### src/rtl/bsmm_pkg.sv
// Shared types and constants for the bounded set min/max gap tracker.
// No dependencies; every other file uses this package by scoped names.
`timescale 1ns / 1ps

package bsmm_pkg;

	localparam int STORE_DEPTH_DEF = 1024;
	localparam int CNT_W           = 11;
	localparam int VAL_W           = 32;

	typedef enum logic [1:0] {
		ST_IDLE,
		ST_SCAN,
		ST_DRAIN,
		ST_FINISH
	} state_t;

	typedef struct packed {
		logic             status;
		logic [CNT_W-1:0] stored_count;
		logic             spans_valid;
		logic [VAL_W-1:0] shortest_span;
		logic [VAL_W-1:0] longest_span;
	} result_t;

endpackage

### src/rtl/bsmm_core.sv
// Sequencer and span datapath: scans the store against an admitted value, then commits it.
// Depends on bsmm_pkg and drives the ports of bsmm_store.
`timescale 1ns / 1ps

module bsmm_core #(
	parameter int STORE_DEPTH = bsmm_pkg::STORE_DEPTH_DEF,
	parameter int AW          = $clog2(STORE_DEPTH)
) (
	input  logic                       clk,
	input  logic                       arst_n,
	input  logic                       cfg_we,
	input  logic [bsmm_pkg::CNT_W-1:0] cfg_wdata,
	input  logic                       in_valid,
	output logic                       in_ready,
	input  logic [bsmm_pkg::VAL_W-1:0] in_value,
	output logic                       res_valid,
	input  logic                       res_take,
	output bsmm_pkg::result_t          res,
	output logic                       mem_we,
	output logic [AW-1:0]              mem_waddr,
	output logic [bsmm_pkg::VAL_W-1:0] mem_wdata,
	output logic                       mem_re,
	output logic [AW-1:0]              mem_raddr,
	input  logic [bsmm_pkg::VAL_W-1:0] mem_rdata
);

	localparam int CW = bsmm_pkg::CNT_W;
	localparam int VW = bsmm_pkg::VAL_W;

	bsmm_pkg::state_t state_q, state_d;

	logic [CW-1:0] limit_q;
	logic [CW-1:0] count_q;
	logic [CW-1:0] rd_idx_q;
	logic [VW-1:0] v_q;
	logic          status_q;
	logic [VW-1:0] smallest_q;
	logic [VW-1:0] largest_q;
	logic [VW-1:0] min_gap_q;
	logic          rvalid_s1;
	logic          rvalid_s2;
	logic [VW-1:0] gap_s2;

	logic          in_fire;
	logic          room;
	logic          last_rd;
	logic          pipe_empty;
	logic          commit;
	logic [31:0]   cnt32;
	logic [31:0]   rd32;
	logic [VW-1:0] gap_s1;
	logic          spans_ok;

	assign cnt32      = 32'(count_q);
	assign rd32       = 32'(rd_idx_q);
	// effective limit is the smaller of the register and the store depth
	assign room       = (cnt32 + 32'd1 <= 32'(limit_q)) && (cnt32 < 32'(STORE_DEPTH));
	assign last_rd    = (rd_idx_q == CW'(count_q - CW'(1)));
	assign pipe_empty = !rvalid_s1 && !rvalid_s2;
	assign in_fire    = in_valid && in_ready;

	always_ff @(posedge clk or negedge arst_n) begin
		if (!arst_n) begin
			state_q <= bsmm_pkg::ST_IDLE;
		end else begin
			state_q <= state_d;
		end
	end

	always_comb begin
		state_d   = state_q;
		in_ready  = 1'b0;
		res_valid = 1'b0;
		mem_re    = 1'b0;
		commit    = 1'b0;
		unique case (state_q)
			bsmm_pkg::ST_IDLE: begin
				in_ready = 1'b1;
				if (in_valid) begin
					if (!room) begin
						state_d = bsmm_pkg::ST_FINISH;
					end else if (count_q == '0) begin
						state_d = bsmm_pkg::ST_DRAIN;
					end else begin
						state_d = bsmm_pkg::ST_SCAN;
					end
				end
			end
			bsmm_pkg::ST_SCAN: begin
				mem_re = 1'b1;
				if (last_rd) begin
					state_d = bsmm_pkg::ST_DRAIN;
				end
			end
			bsmm_pkg::ST_DRAIN: begin
				// commit only once the last gap has reached min_gap_q
				if (pipe_empty) begin
					commit  = 1'b1;
					state_d = bsmm_pkg::ST_FINISH;
				end
			end
			bsmm_pkg::ST_FINISH: begin
				res_valid = 1'b1;
				if (res_take) begin
					state_d = bsmm_pkg::ST_IDLE;
				end
			end
			default: begin
				state_d = bsmm_pkg::ST_IDLE;
			end
		endcase
	end

	assign mem_raddr = rd32[AW-1:0];
	assign mem_we    = commit;
	assign mem_waddr = cnt32[AW-1:0];
	assign mem_wdata = v_q;

	always_ff @(posedge clk or negedge arst_n) begin
		if (!arst_n) begin
			limit_q <= '0;
		end else if (cfg_we) begin
			limit_q <= cfg_wdata;
		end
	end

	always_ff @(posedge clk) begin
		if (in_fire) begin
			v_q      <= in_value;
			status_q <= !room;
		end
	end

	always_ff @(posedge clk or negedge arst_n) begin
		if (!arst_n) begin
			rd_idx_q  <= '0;
			rvalid_s1 <= 1'b0;
			rvalid_s2 <= 1'b0;
		end else begin
			rvalid_s1 <= mem_re;
			rvalid_s2 <= rvalid_s1;
			if (in_fire) begin
				rd_idx_q <= '0;
			end else if (mem_re) begin
				rd_idx_q <= CW'(rd_idx_q + CW'(1));
			end
		end
	end

	assign gap_s1 = ($signed(v_q) < $signed(mem_rdata)) ? (mem_rdata - v_q) : (v_q - mem_rdata);

	always_ff @(posedge clk) begin
		if (rvalid_s1) begin
			gap_s2 <= gap_s1;
		end
	end

	always_ff @(posedge clk or negedge arst_n) begin
		if (!arst_n) begin
			count_q    <= '0;
			smallest_q <= '0;
			largest_q  <= '0;
			min_gap_q  <= '1;
		end else begin
			if (rvalid_s2 && (gap_s2 < min_gap_q)) begin
				min_gap_q <= gap_s2;
			end
			if (commit) begin
				count_q <= CW'(count_q + CW'(1));
				if (count_q == '0) begin
					smallest_q <= v_q;
					largest_q  <= v_q;
				end else begin
					if ($signed(v_q) < $signed(smallest_q)) begin
						smallest_q <= v_q;
					end
					if ($signed(largest_q) < $signed(v_q)) begin
						largest_q <= v_q;
					end
				end
			end
		end
	end

	assign spans_ok          = (count_q >= CW'(2));
	assign res.status        = status_q;
	assign res.stored_count  = count_q;
	assign res.spans_valid   = spans_ok;
	assign res.shortest_span = spans_ok ? min_gap_q : '0;
	assign res.longest_span  = spans_ok ? (largest_q - smallest_q) : '0;

`ifndef SYNTHESIS
	a_count_bound: assert property (@(posedge clk) disable iff (!arst_n)
		cnt32 <= 32'(STORE_DEPTH))
		else $error("stored count above store depth");

	a_count_step: assert property (@(posedge clk) disable iff (!arst_n)
		##1 (count_q == $past(count_q) || count_q == CW'($past(count_q) + CW'(1))))
		else $error("stored count moved by more than one");

	a_write_after_scan: assert property (@(posedge clk) disable iff (!arst_n)
		mem_we |-> (pipe_empty && !mem_re))
		else $error("store written while the scan is in flight");

	a_read_in_range: assert property (@(posedge clk) disable iff (!arst_n)
		mem_re |-> (rd_idx_q < count_q))
		else $error("read of an entry not yet written");

	a_reject_keeps: assert property (@(posedge clk) disable iff (!arst_n)
		(in_fire && !room) |=> (state_q == bsmm_pkg::ST_FINISH && $stable(count_q)))
		else $error("rejected value changed the store");
`endif

endmodule

### config.mk
export PLATFORM = sky130hd
export DESIGN_NAME = bsmm_core
export DESIGN_NICKNAME = d
export VERILOG_FILES = /design/src/rtl/bsmm_pkg.sv /design/src/rtl/bsmm_core.sv
export SDC_FILE = /design/constraint.sdc
export NUM_CORES = 1
export LEC_CHECK = 0
export BUFFER_PORTS_ARGS = -buffer_cell sky130_fd_sc_hd__buf_4
export CAP_MARGIN = 20
export CORE_UTILIZATION = 54
export DETAILED_ROUTE_END_ITERATION = 12
export PLACE_DENSITY = 0.76
export SYNTH_ARGS = -nofsm -noshare
export SYNTH_HDL_FRONTEND = slang
export SYNTH_SLANG_ARGS = --single-unit
### constraint.sdc
create_clock -name clk -period 3.1 [get_ports clk]
set_input_delay 0.155 -clock clk [delete_from_list [all_inputs] [get_ports clk]]
set_output_delay 0.155 -clock clk [all_outputs]
set_load 0.02 [all_outputs]
# Yosys cells after proc, flatten, opt, wreduce, memory -nomap -nowiden
# Index checks and enable logic that the tools add are counted.
[totals] regBits=198 latchBits=0 ram_bits=0 romBits=0 output_inout_bits=133 elab_cells=70 memories=0
[classes] addsub=7 mul=0 n_div=0 order_cmp=7 n_eq_ne=8 shift=0 muxes=21 bitwise=0 reduce_logical=15
[ops] cell="32-bit 2-to-1 mux" n=7
[ops] cell="32-bit less-than comparator" n=4
[ops] cell="32-bit subtractor" n=3
[ops] cell="11-bit by 1-bit adder with 11-bit output, second input constant" n=2
[ops] cell="11-bit 2-to-1 mux" n=2
[ops] cell="11-bit by 1-bit adder with 12-bit output, second input constant" n=1
[ops] cell="12-bit by 11-bit <= comparator with 1-bit output" n=1
[ops] cell="2-bit 2-to-1 mux" n=6
[ops] cell="11-bit == test" n=1
[ops] cell="11-bit by 2-bit greater-or-equal comparator with 1-bit output, second input constant" n=1
[ops] cell="11-bit zero test" n=1
[ops] cell="11-bit less-than comparator, second input constant" n=1
[ops] cell="11-bit by 1-bit subtractor with 11-bit output, second input constant" n=1
[ops] cell="2-bit inequality test, second input constant" n=4
[ops] cell="2-bit one-hot mux with 4 select lines" n=1
[ops] cell="2-bit nonzero test" n=3
[ops] cell="1-bit 2-to-1 mux" n=5
[ops] cell="2-bit == test, second input constant" n=2
[ops] cell="1-bit logical AND" n=4
[ops] cell="2-bit AND reduction" n=2
[ops] cell="4-bit AND reduction" n=1
[ops] cell="1-bit zero test" n=3
[ops] cell="2-bit by 1-bit == test with 1-bit output, second input constant" n=1
[ops] cell="2-bit zero test" n=1

# Depth between registers and ports, before layout
# Gate-level depths: netlist of run 1.
[depth] word_depth=6 ltp_mapped=14

# Worst setup path after synthesis of run 1
# OpenSTA, ideal clock, no wires.
[synth_timing] path_kind="reg2reg" start="register v_q[0] (netlist: mem_wdata[0])" end="register gap_s2[28], data pin" setup_time_ns=0.267 t_arrival_ns=3.036 required_ns=2.833 setup_slack_ns=-0.202 path_stages_with_launch=14 synth_period_minus_slack_ns=3.302 path_cell_list="edfxtp_1 > inv_1 > ha_1 > fa_1 > nor2b_1 > o31a_1 > o2111a_1 > o2111ai_1 > and4_1 > a21boi_2 > buf_4 > mux2i_1 > a21oi_1 > xnor2_1"
[synth_between] elab_chain_cells=2
[synth_rtl] item="start, declared" line="bsmm_core.sv:35" source="logic [VW-1:0] v_q;"
[synth_rtl] item="start signal, assigned" line="bsmm_core.sv:129" source="v_q <= in_value;"
[synth_rtl] item="32-bit subtractor / 32-bit less-than comparator (equally long branches)" line="bsmm_core.sv:150" source="assign gap_s1 = ($signed(v_q) < $signed(mem_rdata)) ? (mem_rdata - v_q) : (v_q - mem_rdata);"
[synth_rtl] item="32-bit 2-to-1 mux *" line="bsmm_core.sv:150"
[synth_rtl] item="net gap_s1[28]" line="bsmm_core.sv:51" source="logic [VW-1:0] gap_s1;"
[synth_rtl] item="end signal, assigned" line="bsmm_core.sv:154" source="gap_s2 <= gap_s1;"
[synth_rtl] item="end, declared" line="bsmm_core.sv:42" source="logic [VW-1:0] gap_s2;"
# The timed path passes the listed nets; every way through them passes the cells marked *.
# A chain may end at the register's enable or synchronous reset.

==> results of run 1 <==
## worst max-delay path: stages, from the launching register on
cell	delay, ns
dfrtp_1	0.39
inv_2	0.08
ha_4	0.15
inv_2	0.04
fa_2	0.33
a21o_1	0.17
nand4_1	0.13
a21oi_2	0.10
o31ai_4	0.24
buf_4	0.16
buf_6	0.10
buf_6	0.09
o21bai_1	0.05
a21oi_1	0.21
xor2_1	0.25
nor2_1	0.09
buf_4	0.16
## sequential cells by signal (all words and copies together), names as in the netlist, 2 cells and up
register	cells
limit_q	11
smallest_q	32
mem_wdata	32
min_gap_q	32
rd_idx_q	11
gap_s2	32
largest_q	32
state_q	2
count_q	11
## what timing repair did
item,4_1_cts,5_1_grt
pin swaps,42,53
setup endpoints to repair,44,100
hold buffers,44,0
cloned,1,3
buffers inserted,22,23
hold endpoints to repair,85,0
gates resized for setup,79,95
## layout make-up
cell class                      instances  area [um2]  area share (%)
Timing Repair Buffer                  471        3870            18.6
Tap cell                              378         473            2.27
Multi-Input combinational cell       1188        9900            47.6
Clock inverter                         15         178           0.854
Clock buffer                           17         425            2.05
Sequential cell                       198        5320            25.6
Inverter                              169         634            3.05
## layer usage
layer | up-vias | global-route usage, % | wire length (um)
met3 | 139 | 3.87 | 2880
met4 | 0 | 10.8 | 1810
met5 | - | 0 | 0
met2 | 617 | 54.4 | 23300
met1 | 6782 | 41.3 | 20700
li1 | 6572 | - | -
## cells in the final DEF (no fill, tap or decap), types with 65 or more instances in the layout
cell type,netlist,layout
ha_1,205,185
a21oi_1,120,106
edfxtp_1,65,65
nand2_1,80,78
inv_1,167,146
buf_4,24,400
dfrtp_1,101,101
o21ai_0,83,72
nor2_1,125,124
mux2_2,69,67
## per-stage QoR
| step | std cells | hold slack [ns] | setup TNS (ns) |
|---|---|---|---|
| after floorplan | 1633 | -0.141 | -0.00109 |
| after global placement | 2316 | 0.324 | -0.741 |
| after detailed placement | 2316 | 0.315 | -2.11 |
| after CTS | 2413 | 0.0233 | -1.45 |
| after global routing | 2436 | 0.0436 | -6.22 |
| final | 2436 | 0.0313 | -3.33 |
## worst paths after layout
path                         startpoint             end  slack [ns]  cells after the start
min in group asynchronous        arst_n     rd_idx_q[5]        0.36                      2
hold / removal                   cfg_we      limit_q[5]        0.03                      2
hold reg to reg               gap_s2[0]    min_gap_q[0]        0.51                      1
setup reg to reg           mem_wdata[5]   largest_q[17]       -0.05                     14
setup / recovery           largest_q[0]         res[16]       -0.28                     16
max in group asynchronous        arst_n  smallest_q[29]        1.89                      3
## power groups by stage
stage	sequential, mW	clock (mW)	combinational, mW
floorplan	4.66	0	9.48
global placement	4.56	0	14.4
detailed placement	4.62	0	14.8
CTS	4.59	2.37	15.9
global route	4.76	2.47	18.7
finish	4.66	2.36	17.4
## cell families (layout without fill, tap and decap cells)
group | after synthesis | in the layout | synth area share [%]
AO/OA/AOI/OAI | 392 | 392 | 16.2
XOR/XNOR | 96 | 96 | 5.43
adder cells (fa/ha/maj) | 208 | 208 | 17.0
buffers and inverters | 247 | 672 | 7.00
flip-flops | 198 | 198 | 34.4
multiplexers | 117 | 117 | 8.12
AND/OR/NAND/NOR | 375 | 375 | 11.9
==> results.md, run 1 <==
- Weighted congestion at the end of routability-driven global placement: 0.897
- Via density per instance: 5.79
- Post-Synthesis Net Count: 1921
- Worst-case clock skew: 0.0212 ns
- Mean routed wirelength per cell: approximately 20 um
- Final HPWL DP: 34900 um
- Horizontal die dimension: 171 um
- Clock network fraction of total power: 9.7%
- Synth area leader: ha_1
- Starting utilization of the core area: 55.3%
- Initial detailed-routing violation count: 1098
- Post-synth top cells: ha_1, inv_1, nor2_1
- Mean Syn Cell Area: 9.48 um2
- Number of buffers on the longest clock path: 2
- Antenna diode instance count: 0
- Register bit total from synthesis: 198
- Final worst-path cycle share: 109%
- Summed instance area of the synthesized netlist: roughly 15000 um2
- Comb pwr share: 71.2%
- Most instantiated library cell after synthesis: ha_1
- CTS tree: yes
- Final-report hold violation count: 0
- Predominant post-synthesis flop cell: dfrtp_1
- Buffer cell driving the clock tree root: clkbuf_16
- Final core utilization: between 70% and 80%
- Number of core rows: just over 60
- Antenna violations before repair: 0
- Die footprint: 29400 um2
- Outcome: complete, but fails checks
- Proportion of netlist area held by the largest area contributor: between 15 and 20%
- Fraction of power consumed by sequential logic: 19.1%
- Total chip power: 24.4 mW
- Setup ws final: -0.276 ns
- Share of synthesized flip-flops with an asynchronous set or reset: 67.2%
- Type of the setup path with the least slack: flop to output port
- CTS HTree Levels: 4
- Kind of path behind the tightest hold check: input pin to flop
- Normalized max-slew margin: a little over two fifths
- Final number of max-transition violations: 0
- Power spent charging and discharging nets: 11.4 mW
- Sw Share: 46.6%
- Area contributors post-synth: ha_1, dfrtp_1, edfxtp_1
- Register area share after synthesis: 34.4%
- Number of buffers created by CTS: 17
- DRC viols: 0
- Area after detailed placement: 18500 um2
- Leak Pwr: 10.1 nW
- Dpl ws: -0.173 ns
- Clock Sink Count: 198
- Count of cell types in the netlist: 73
- CP Launch Type: flop
- Net total in the final layout: 2333
- Fraction of final layout cells sized beyond drive strength 1: 34.4%
- Cells after Synth: 1633
- Setup repair after global routing missed its margin: true
- Total length of routed wires: 48600 um
- Global-route wire length before repair: 71800 um
- Power density of the placed cells: about 1200 nW/um2
- Final period demand of the worst path: approximately 3.4 ns
- Pre-Repair DR Iteration Count: 5
- Data required time of the critical path: a little under 3 ns
- Overflow left after global routing: 0
- Top Ports: 213
- Total of endpoints with negative setup slack in the final report: 34
- Largest voltage drop on the vdd net: 1220 uV
- Total routing usage reported by global routing: approximately a third
- IO buf count: 212
- Largest net degree at the start of global routing: 65
- Area added between synthesis and finish: 34.3%
- Internal power contribution: 13.0 mW
- Number of antenna-violating nets in the routed design: 0
- Via count of the first global-routing pass: approximately 14000
- Vert. Die Dim: 171 um
- Kind of end point of the critical path: output port
- Core box area: 28000 um2
- Fillers: 1907
- Number of enable flip-flop cells after synthesis: 65
- Latest clock arrival within the worst-skew pair: 0.46 ns
- Final standard cell area without fillers: between 20000 and 25000 um2
- Measured slew at the worst slew-check pin: 0.870 ns
- Max_cap viols: 0
- Worst-path fanout max: 2
- Clock-pin slew of the registers on the worst-case setup and hold paths: 0.09 ns
- Maximum frequency from static timing analysis: between 0.2 and 0.3 GHz
- Count of synthesis-stage warnings from yosys: 0
- Failing checks: setup timing
- Via count: 14100
- Data arrival at the endpoint of the critical path: 3.22 ns
No activity file was read; power rests on OpenSTA's default activity.
==> run 2: changes to the inputs <==
--- a/config.mk
+++ b/config.mk
@@ -9,6 +9,8 @@
 export CAP_MARGIN = 20
 export CORE_UTILIZATION = 54
 export DETAILED_ROUTE_END_ITERATION = 12
+export GPL_TIMING_DRIVEN = 0
+export MAX_ROUTING_LAYER = met4
 export PLACE_DENSITY = 0.76
 export SYNTH_ARGS = -nofsm -noshare
 export SYNTH_HDL_FRONTEND = slang
==> run 2 against run 1 <==
  * The run still ends with setup timing left
  * Power increased by 2.1%
  * Sequential power increased by 2%
  * Die area unchanged
  * Highest routed layer unchanged
==> results.md, run 2 (synthesis results as in run 1) <==
- Outcome: complete, but fails checks
- Failing checks: setup timing
- Sum Neg Setup Slack: -8.80 ns
- Most frequent cells in the layout: buf_4, ha_1, inv_1, nor2_1, a21oi_1
- Die footprint: around 29000 um2
- Clock Sink Count: 198
- Starting utilization of the core area: 55.3%
- Number of buffers on the longest clock path: 2
- Horizontal die dimension: approximately 170 um
- Fraction of final layout cells sized beyond drive strength 1: 35.3%
- Area after detailed placement: between 15000 and 20000 um2
- Core box area: 28000 um2
- Antenna violations before repair: 0
- Overflow left after global routing: 0
- Final number of max-transition violations: 0
- Vert. Die Dim: 171 um
- Final standard cell area without fillers: 21100 um2
- Largest voltage drop on the vdd net: about 1400 uV
- Maximum frequency from static timing analysis: 0.293 GHz
- Placed Cells: between 2000 and 2500
- Final worst-path cycle share: 110%
- Normalized max-slew margin: ~46%
- CTS tree: yes
- CTS HTree Levels: 4
- Number of core rows: 61
- Worst-case clock skew: 0.0200 ns
- Largest net degree at the start of global routing: 94
- Top Ports: 213
- Weighted congestion at the end of routability-driven global placement: 0.934
- Via count: roughly 14000
- Setup repair after global routing missed its margin: true
- IO buf count: 212
- Initial detailed-routing violation count: 1169
- Power density of the placed cells: roughly 1200 nW/um2
- DRC viols: 0
- Buffer cell driving the clock tree root: clkbuf_16
- Leak Pwr: 10.1 nW
- Antenna diode instance count: 0
- Total routing usage reported by global routing: between 30% and 40%
- Total of endpoints with negative setup slack in the final report: 104
- Kind of end point of the critical path: output port
- Data required time of the critical path: 2.94 ns
- Worst hold slack: 0.0766 ns
- Kind of path behind the tightest hold check: input pin to flop
- Net total in the final layout: 2301
- Latest clock arrival within the worst-skew pair: 0.46 ns
- Via density per instance: 5.91
- Setup ws final: -0.316 ns
- Worst-path fanout max: 6
- Pre-Repair DR Iteration Count: 7
- Number of buffers created by CTS: 17
- Final Non-Filler Cells: roughly 2400
- Final HPWL DP: 33000 um
- Type of the setup path with the least slack: flop to output port
- Measured slew at the worst slew-check pin: 0.814 ns
- Mean routed wirelength per cell: between 20 and 25 um
- Final core utilization: about 75%
- Data arrival at the endpoint of the critical path: about 3.3 ns
- Global-route wire length before repair: 70900 um
- Clock-pin slew of the registers on the worst-case setup and hold paths: 0.08 ns
- Dpl ws: -1.03 ns
- Most common cell after layout, fill and taps aside: buf_4
- Area added between synthesis and finish: 36.3%
- Final period demand of the worst path: 3.42 ns
- Total length of routed wires: approximately 50000 um
- Final-report hold violation count: 0
- Total chip power: 24.9 mW
- Number of antenna-violating nets in the routed design: 0
- CP Launch Type: flop
- Max_cap viols: 0
- Via count of the first global-routing pass: around 13000
[run 2: cell count changes in the layout (fill, tap and decap cells not counted), sizes merged]
cell | before | now
inv | 179 | 175
dlygate4sd3 | 44 | 45
clkinv | 4 | 5
clkbuf | 20 | 37
buf | 424 | 377
[run 2: area by class of cell]
| class | instances | area, um2 |
|---|---|---|
| Fill cell | 1875 | 6910 |
| Tap cell | 378 | 473 |
| Buffer | 54 | 498 |
| Clock buffer | 20 | 478 |
| Inverter | 169 | 639 |
| Multi-Input combinational cell | 1188 | 10300 |
| Clock inverter | 12 | 106 |
| Sequential cell | 198 | 5330 |
| Timing Repair Buffer | 385 | 3310 |
[run 2: power breakdown]
group          internal [mW]  switching [mW]  total [mW]
Sequential              3.99           0.753        4.74
Combinational           8.29            9.60        17.9
Clock                   1.15            1.13        2.28
Total                   13.4            11.5        24.9
[run 2: critical path, cell delays in order, from the launching register on]
cell	delay [ns]
dfrtp_1	0.35
inv_1	0.11
ha_1	0.42
nand2_1	0.07
o21ai_0	0.44
o31ai_4	0.13
or2_4	0.27
a311oi_4	0.31
buf_4	0.18
a31oi_1	0.11
xor2_1	0.17
nor2_1	0.09
buf_4	0.14
[run 2: final timing paths]
check                                   start  cells past startpoint             end  slack [ns]
worst min-delay path                 in_valid                      3     rd_idx_q[5]        0.08
worst min register to register      gap_s2[0]                      1    min_gap_q[0]        0.50
max in group asynchronous              arst_n                      3  smallest_q[29]        2.05
worst max register to register   mem_wdata[5]                     13      gap_s2[24]       -0.16
worst max-delay path            smallest_q[9]                     12         res[26]       -0.32
min in group asynchronous              arst_n                      2      count_q[2]        0.18
[run 2: metal layers]
metal / global-route usage [%] / vias up / wire length (um)
met3: 3.80 / 129 / 3030
li1: - / 6517 / -
met4: 10.4 / 0 / 1850
met5: - / - / 0
met1: 41.4 / 6904 / 21000
met2: 53.7 / 646 / 24000
[run 2: repair_timing]
action	in CTS	in global routing
hold buffers	45	0
setup endpoints to repair	160	180
setup buffers	70	55
resized for setup	177	179
pin swaps	55	66
gates cloned	1	4
hold endpoints to repair	83	0
